**config.mk**
```make
export PLATFORM = sky130hd
export DESIGN_NAME = inversive_byte_prng
export DESIGN_NICKNAME = d
export VERILOG_FILES = /design/src/design/ibprng_pkg.sv /design/src/design/ibprng_inv.sv /design/src/design/inversive_byte_prng.sv
export SDC_FILE = /design/constraint.sdc
export NUM_CORES = 2
export LEC_CHECK = 0
export ABC_AREA = 1
export BUFFER_PORTS_ARGS = -buffer_cell sky130_fd_sc_hd__clkbuf_2
export CORE_MARGIN = 2
export CORE_UTILIZATION = 40
export CTS_CLUSTER_DIAMETER = 40
export DETAILED_ROUTE_END_ITERATION = 16
export PLACE_DENSITY = 0.6
export SYNTH_ARGS = -nofsm -noshare
export SYNTH_HDL_FRONTEND = slang
export SYNTH_HIERARCHICAL = 1
export SYNTH_SLANG_ARGS = --single-unit
```
**constraint.sdc**
```tcl
create_clock -name i_clk -period 31.1 [get_ports i_clk]
set_input_delay 4.665 -clock i_clk [delete_from_list [all_inputs] [get_ports i_clk]]
set_output_delay 4.665 -clock i_clk [all_outputs]
set_load 0.05 [all_outputs]
```
**src/design/ibprng_pkg.sv**
```systemverilog
// Shared constants for the inversive byte generator.
package ibprng_pkg;

    localparam int unsigned WORD_W        = 64;
    localparam int unsigned HALF_W        = WORD_W / 2;
    localparam int unsigned BYTE_W        = 8;
    localparam int unsigned POS_W         = 3;
    localparam int unsigned CNT_W         = 7;
    localparam int unsigned TZ_W          = 6;
    localparam int unsigned DEF_INV_ROUNDS = 6;

    localparam logic [CNT_W-1:0]  MAX_REQUEST = 7'd64;
    localparam logic [POS_W-1:0]  LAST_POS    = 3'd7;
    localparam logic [WORD_W-1:0] WORD_RESET  = 64'h05fd_8167_b327_f30f;
    localparam logic [WORD_W-1:0] WORD_ADDEND = 64'hc05a_a570_4efb_c79f;

endpackage

```
**src/design/ibprng_inv.sv**
```systemverilog
// Iterative modular inverse of a 64-bit word around one shared 32x32 multiplier.
module ibprng_inv
    import ibprng_pkg::*;
#(
    parameter int unsigned INVERSE_ROUNDS = DEF_INV_ROUNDS
) (
    input  logic              i_clk,
    input  logic              i_rst_n,
    input  logic              i_start,
    input  logic [WORD_W-1:0] i_word,
    output logic              o_done,
    output logic [WORD_W-1:0] o_result
);

    localparam int unsigned RND_W = $clog2(INVERSE_ROUNDS);

    typedef enum logic [1:0] {
        S_IDLE,
        S_STRIP,
        S_MUL,
        S_OUT
    } t_state;

    t_state              r_state;
    logic [WORD_W-1:0]   r_y;
    logic [TZ_W-1:0]     r_tz;
    logic [WORD_W-1:0]   r_r;
    logic [WORD_W-1:0]   r_q;
    logic [WORD_W-1:0]   r_qp1;
    logic [WORD_W-1:0]   r_acc;
    logic [RND_W-1:0]    r_round;
    logic [2:0]          r_step;
    logic                r_done;
    logic [WORD_W-1:0]   r_res;

    logic [WORD_W-1:0]   op_a;
    logic [WORD_W-1:0]   op_b;
    logic [1:0]          phase;
    logic [HALF_W-1:0]   mul_a;
    logic [HALF_W-1:0]   mul_b;
    logic [WORD_W-1:0]   prod;
    logic [WORD_W-1:0]   cross_sum;

    // Steps 0..2 form r * (1 + q), steps 3..5 form q * q, step 6 refreshes 1 + q.
    always_comb begin
        op_a  = (r_step < 3'd3) ? r_r   : r_q;
        op_b  = (r_step < 3'd3) ? r_qp1 : r_q;
        case (r_step)
            3'd0, 3'd3: phase = 2'd0;
            3'd1, 3'd4: phase = 2'd1;
            3'd2, 3'd5: phase = 2'd2;
            default:    phase = 2'd0;
        endcase
        mul_a     = (phase == 2'd2) ? op_a[WORD_W-1:HALF_W] : op_a[HALF_W-1:0];
        mul_b     = (phase == 2'd1) ? op_b[WORD_W-1:HALF_W] : op_b[HALF_W-1:0];
        prod      = WORD_W'(mul_a) * WORD_W'(mul_b);
        cross_sum = r_acc + {prod[HALF_W-1:0], {HALF_W{1'b0}}};
    end

    always_ff @(posedge i_clk) begin
        if (!i_rst_n) begin
            r_state <= S_IDLE;
            r_done  <= 1'b0;
            r_step  <= '0;
            r_round <= '0;
        end else begin
            r_done <= 1'b0;
            case (r_state)
                S_IDLE: begin
                    if (i_start) begin
                        r_y  <= i_word;
                        r_tz <= '0;
                        r_r  <= '0;
                        r_state <= (i_word == '0) ? S_OUT : S_STRIP;
                    end
                end
                S_STRIP: begin
                    if (r_y[BYTE_W-1:0] == '0) begin
                        r_y  <= r_y >> BYTE_W;
                        r_tz <= r_tz + TZ_W'(BYTE_W);
                    end else if (!r_y[0]) begin
                        r_y  <= r_y >> 1;
                        r_tz <= r_tz + TZ_W'(1);
                    end else begin
                        r_r     <= WORD_W'(1);
                        r_q     <= WORD_W'(1) - r_y;
                        r_qp1   <= WORD_W'(2) - r_y;
                        r_step  <= '0;
                        r_round <= '0;
                        r_state <= S_MUL;
                    end
                end
                S_MUL: begin
                    case (r_step)
                        3'd0, 3'd3: begin
                            r_acc  <= prod;
                            r_step <= r_step + 3'd1;
                        end
                        3'd1, 3'd4: begin
                            r_acc  <= cross_sum;
                            r_step <= r_step + 3'd1;
                        end
                        3'd2: begin
                            r_r    <= cross_sum;
                            r_step <= r_step + 3'd1;
                        end
                        3'd5: begin
                            r_q    <= cross_sum;
                            r_step <= r_step + 3'd1;
                        end
                        3'd6: begin
                            r_qp1  <= r_q + WORD_W'(1);
                            r_step <= '0;
                            if (r_round == RND_W'(INVERSE_ROUNDS - 1)) begin
                                r_state <= S_OUT;
                            end else begin
                                r_round <= r_round + RND_W'(1);
                            end
                        end
                        default: r_step <= '0;
                    endcase
                end
                S_OUT: begin
                    r_res   <= r_r << r_tz;
                    r_done  <= 1'b1;
                    r_state <= S_IDLE;
                end
                default: r_state <= S_IDLE;
            endcase
        end
    end

    assign o_done   = r_done;
    assign o_result = r_res;

endmodule

```
**src/design/inversive_byte_prng.sv**
```systemverilog
// Top level of the inversive congruential byte generator.
//
// Each input transfer carries a byte count in i_s_tdata[6:0]; counts above 64 are
// treated as 64 and a count of zero produces no output. The block then sends that
// many bytes, one output transfer each, taken from a 64-bit generator word low byte
// first and continuing from wherever the previous request stopped; o_m_tlast marks
// the final byte of each request. Bytes go out at one per cycle while the consumer
// is ready and no word update holds the output. After the eighth byte of a word
// the word is replaced by its inverse (modulo 2^64, with trailing zero bits carried
// through) plus a fixed constant. That update runs in an iterative unit built around
// a single 32x32 multiplier: it takes the word, strips trailing zeros, runs
// INVERSE_ROUNDS inversion rounds (6 at the default) and finishes, and a zero word
// skips straight to the finish. The output stays idle during each word update, and a
// full 64-byte request crosses eight word updates. The input side is ready only
// while no request is in progress, including a word update that follows the final
// byte of a request.
module inversive_byte_prng
    import ibprng_pkg::*;
#(
    parameter int unsigned INVERSE_ROUNDS = DEF_INV_ROUNDS
) (
    input  logic       i_clk,
    input  logic       i_rst_n,
    input  logic       i_s_tvalid,
    output logic       o_s_tready,
    input  logic [7:0] i_s_tdata,   // [6:0] byte_count, [7] zero
    output logic       o_m_tvalid,
    input  logic       i_m_tready,
    output logic [7:0] o_m_tdata,   // [7:0] random_byte
    output logic       o_m_tlast    // last_byte
);

    typedef enum logic [1:0] {
        ST_IDLE,
        ST_EMIT,
        ST_ADVANCE
    } t_state;

    t_state             r_state;
    logic [WORD_W-1:0]  r_word;
    logic [POS_W-1:0]   r_pos;
    logic [CNT_W-1:0]   r_left;
    logic               r_inv_start;

    logic [CNT_W-1:0]   req_count;
    logic               inv_done;
    logic [WORD_W-1:0]  inv_result;

    // Requests above the limit are clipped to it.
    assign req_count = (i_s_tdata[CNT_W-1:0] > MAX_REQUEST) ? MAX_REQUEST
                                                             : i_s_tdata[CNT_W-1:0];

    assign o_s_tready = (r_state == ST_IDLE);
    assign o_m_tvalid = (r_state == ST_EMIT);
    assign o_m_tdata  = r_word[{r_pos, 3'b000} +: BYTE_W];
    assign o_m_tlast  = (r_left == CNT_W'(1));

    ibprng_inv #(
        .INVERSE_ROUNDS (INVERSE_ROUNDS)
    ) u_inv (
        .i_clk    (i_clk),
        .i_rst_n  (i_rst_n),
        .i_start  (r_inv_start),
        .i_word   (r_word),
        .o_done   (inv_done),
        .o_result (inv_result)
    );

    always_ff @(posedge i_clk) begin
        if (!i_rst_n) begin
            r_state     <= ST_IDLE;
            r_word      <= WORD_RESET;
            r_pos       <= '0;
            r_left      <= '0;
            r_inv_start <= 1'b0;
        end else begin
            r_inv_start <= 1'b0;
            case (r_state)
                ST_IDLE: begin
                    if (i_s_tvalid && (req_count != '0)) begin
                        r_left  <= req_count;
                        r_state <= ST_EMIT;
                    end
                end
                ST_EMIT: begin
                    if (i_m_tready) begin
                        r_left <= r_left - CNT_W'(1);
                        if (r_pos == LAST_POS) begin
                            // The word is used up: refresh it before anything else.
                            r_inv_start <= 1'b1;
                            r_state     <= ST_ADVANCE;
                        end else begin
                            r_pos <= r_pos + POS_W'(1);
                            if (r_left == CNT_W'(1)) begin
                                r_state <= ST_IDLE;
                            end
                        end
                    end
                end
                ST_ADVANCE: begin
                    if (inv_done) begin
                        r_word  <= inv_result + WORD_ADDEND;
                        r_pos   <= '0;
                        r_state <= (r_left != '0) ? ST_EMIT : ST_IDLE;
                    end
                end
                default: r_state <= ST_IDLE;
            endcase
        end
    end

endmodule

```
==> qor.yml <==
syn-num-nets: 10381
crit_required_ns: 31.50
placed_area_um2: 70300
worstReg2RegStart: "u_inv/r_step[0]"
drive_above_1_share: 0.0574
reg2reg_depth: 42
ios: 23
start_kind: "flop"
cts_root_buffer: "clkbuf_16"
holdPathStages: 2
synth_ff_type: "edfxtp_1"
placementRows: 151
clock_skew_ns: 0.0568
place_hpwl_mm: 238
via_per_inst: 5.63
synth_edf_count: 390
antenna_found_initial: 8
cts_max_level: 3
netlist_area_um2: 68500
critPathKind: "flop to flop"
clkTransAtPathRegs_ns: 0.05
path_buf_inv: 12
syn_inst: 9153
postCtsHoldBufs: 0
fin_crit_sh: 0.405
ys_ff_latch: 476
synth_cell_types: 65
yosys_warnings: 6
portBuffers: 21
cts_setup_buffers: 0
path_delay_family: "adder cells"
crit_path_max_incr_delay_ns: 0.88
hp-start: "r_left[5]"
drv_slew: 0
crit_slowest_cell: "inv_1"
grt_pass1_wl_mm: 425
place.gp.congestion: 1.03
rsz0062_at_grt: "no"
nets: 10224
maxCapViolations: 0
wl_per_cell_um: 26.0
min_period_ns: 12.59
grt_max_degree: 136
drt-initial-drc-count: 7971
dieWidth_um: 418
hold_end: "r_left[5]"
status: "finished clean"
drt-total-wl_mm: 293
grt_overflow_total: 0
core-area_um2: 170000
cts.path.max_buffers: 3
vias: 63581
r2r_slack_ns: 18.51
syn2layout_area_growth_pct: 7.80
cts_resized: 0
hp-class: "flop to flop"
cts_buffers: 100
dieHeight_um: 418
grt_pass1_vias: 61869
finalSetupViolations: 0
ys_seq_area_frac: 0.196
mostFrequentLayoutCell: "nand2_1"
finalHoldViolations: 0
setup_tns_ns: 0
clock.fmax_ghz: 0.0794
layout_common_cells: "nand2_1 (2216), inv_1 (1608), nor2_1 (1051)"
critPathCaptureType: "flop"
critical_path_arrival_ns: 13.00
ant_nets: 0
syn_area_per_cell_um2: 7.48
dr.pass1.iters: 6
whs_ns: 0.468
initial_core_util: 0.403
async_flop_share: 0
worst_slew_margin_rel: 0.216
rr_endpoint: "u_inv/r_r[63]"
insertion_delay_ns: 0.73
cts.sinks: 476
worst_slew_pin_slew_ns: 1.17
design_area_um2: 73800
cts_tree: "built"
path_max_fanout: 46
drc: 0
grt.total_usage: 0.335
dieArea_um2: 175000
[registers in the layout, indices dropped and copies added (netlist names), 6 cells and up]
signal / flops
u_inv/r_qp1: 64
u_inv/r_y: 64
r_word: 64
u_inv/r_acc: 64
u_inv/o_result: 64
u_inv/r_q: 64
r_left: 7
u_inv/r_r: 64
u_inv/r_tz: 6
[layout make-up]
class / count / area (µm²)
multi-input cells: 6614 / 47000
clock inverters: 83 / 925
inverters: 1696 / 6370
repair buffers: 108 / 783
fillers: 17427 / 96000
clock buffers: 105 / 2580
well taps: 2218 / 2780
flip-flops and latches: 476 / 13400
diodes: 3 / 7.51
[cells by family after synthesis]
family	Yosys count	synth area share
simple gates	4034	0.242
buf+inv	2063	0.120
fa+ha+maj	1216	0.320
compound gates	1202	0.101
flops	476	0.196
xor+xnor	144	0.0184
mux	18	0.00265
[worst reg2reg max path, delay by kind of cell, from the launching register on]
| family | cells | cell delay [ns] |
|---|---|---|
| fa+ha+maj | 11 | 4.95 |
| buf+inv | 12 | 3.00 |
| compound gates | 8 | 1.61 |
| xor+xnor | 1 | 0.49 |
| simple gates | 10 | 1.88 |
| flops | 1 | 0.35 |
[layer usage]
| layer | up-vias | share of wire | global-route usage |
|---|---|---|---|
| li1 | 28292 | - | - |
| met1 | 31485 | 0.41 | 0.463 |
| met2 | 3249 | 0.44 | 0.511 |
| met3 | 553 | 0.099 | 0.0611 |
| met4 | 2 | 0.052 | 0.148 |
| met5 | - | 0.000044 | 0 |
[through the flow]
step / std cells / setup slack, ns / util
3_5_place_dp: 11112 / 18.83 / 0.414
6_report: 11303 / 18.51 / 0.435
5_1_grt: 11300 / 17.99 / 0.435
3_3_place_gp: 11112 / 18.85 / 0.414
4_1_cts: 11300 / 18.75 / 0.435
2_1_floorplan: 9153 / 15.58 / -
[how the worst max path moves through the flow]
stage,from,endpoint,cells past startpoint
6_report,u_inv/r_step[0],u_inv/r_r[63],42
4_1_cts,u_inv/r_step[0],u_inv/r_r[63],45
3_5_place_dp,u_inv/r_step[0],u_inv/r_r[63],42
2_1_floorplan,i_rst_n,u_inv/r_r[0],2
3_3_place_gp,u_inv/r_step[0],u_inv/r_r[63],45
5_1_grt,u_inv/r_step[1],u_inv/r_r[63],44
[synthesized netlist by cell type (21+ instances only)]
| cell type | instances | area share |
|---|---|---|
| o221ai_1 | 55 | 0.0070 |
| nand4_1 | 79 | 0.0072 |
| fa_1 | 897 | 0.26 |
| nand3_1 | 388 | 0.028 |
| o211ai_1 | 25 | 0.0027 |
| xor2_1 | 130 | 0.017 |
| or2_2 | 28 | 0.0026 |
| o21ai_0 | 588 | 0.043 |
| inv_1 | 1613 | 0.088 |
| nor2_2 | 23 | 0.0021 |
| buf_1 | 33 | 0.0018 |
| dfxtp_1 | 86 | 0.025 |
| edfxtp_1 | 390 | 0.17 |
| buf_6 | 25 | 0.0041 |
| o21ai_1 | 38 | 0.0028 |
| nand2_1 | 2217 | 0.12 |
| buf_2 | 157 | 0.011 |
| buf_4 | 24 | 0.0026 |
| clkbuf_1 | 128 | 0.0070 |
| nor2_1 | 1051 | 0.058 |
| o21bai_1 | 22 | 0.0024 |
| nor3_1 | 137 | 0.010 |
| ha_1 | 319 | 0.058 |
| a21oi_1 | 325 | 0.024 |
| inv_2 | 73 | 0.0040 |
| nand3b_1 | 21 | 0.0023 |
| nor4_1 | 30 | 0.0027 |
| a31oi_1 | 28 | 0.0026 |
Power is not shown: default switching activity piles up to over one toggle a cycle in this logic, so the estimate is an artifact.
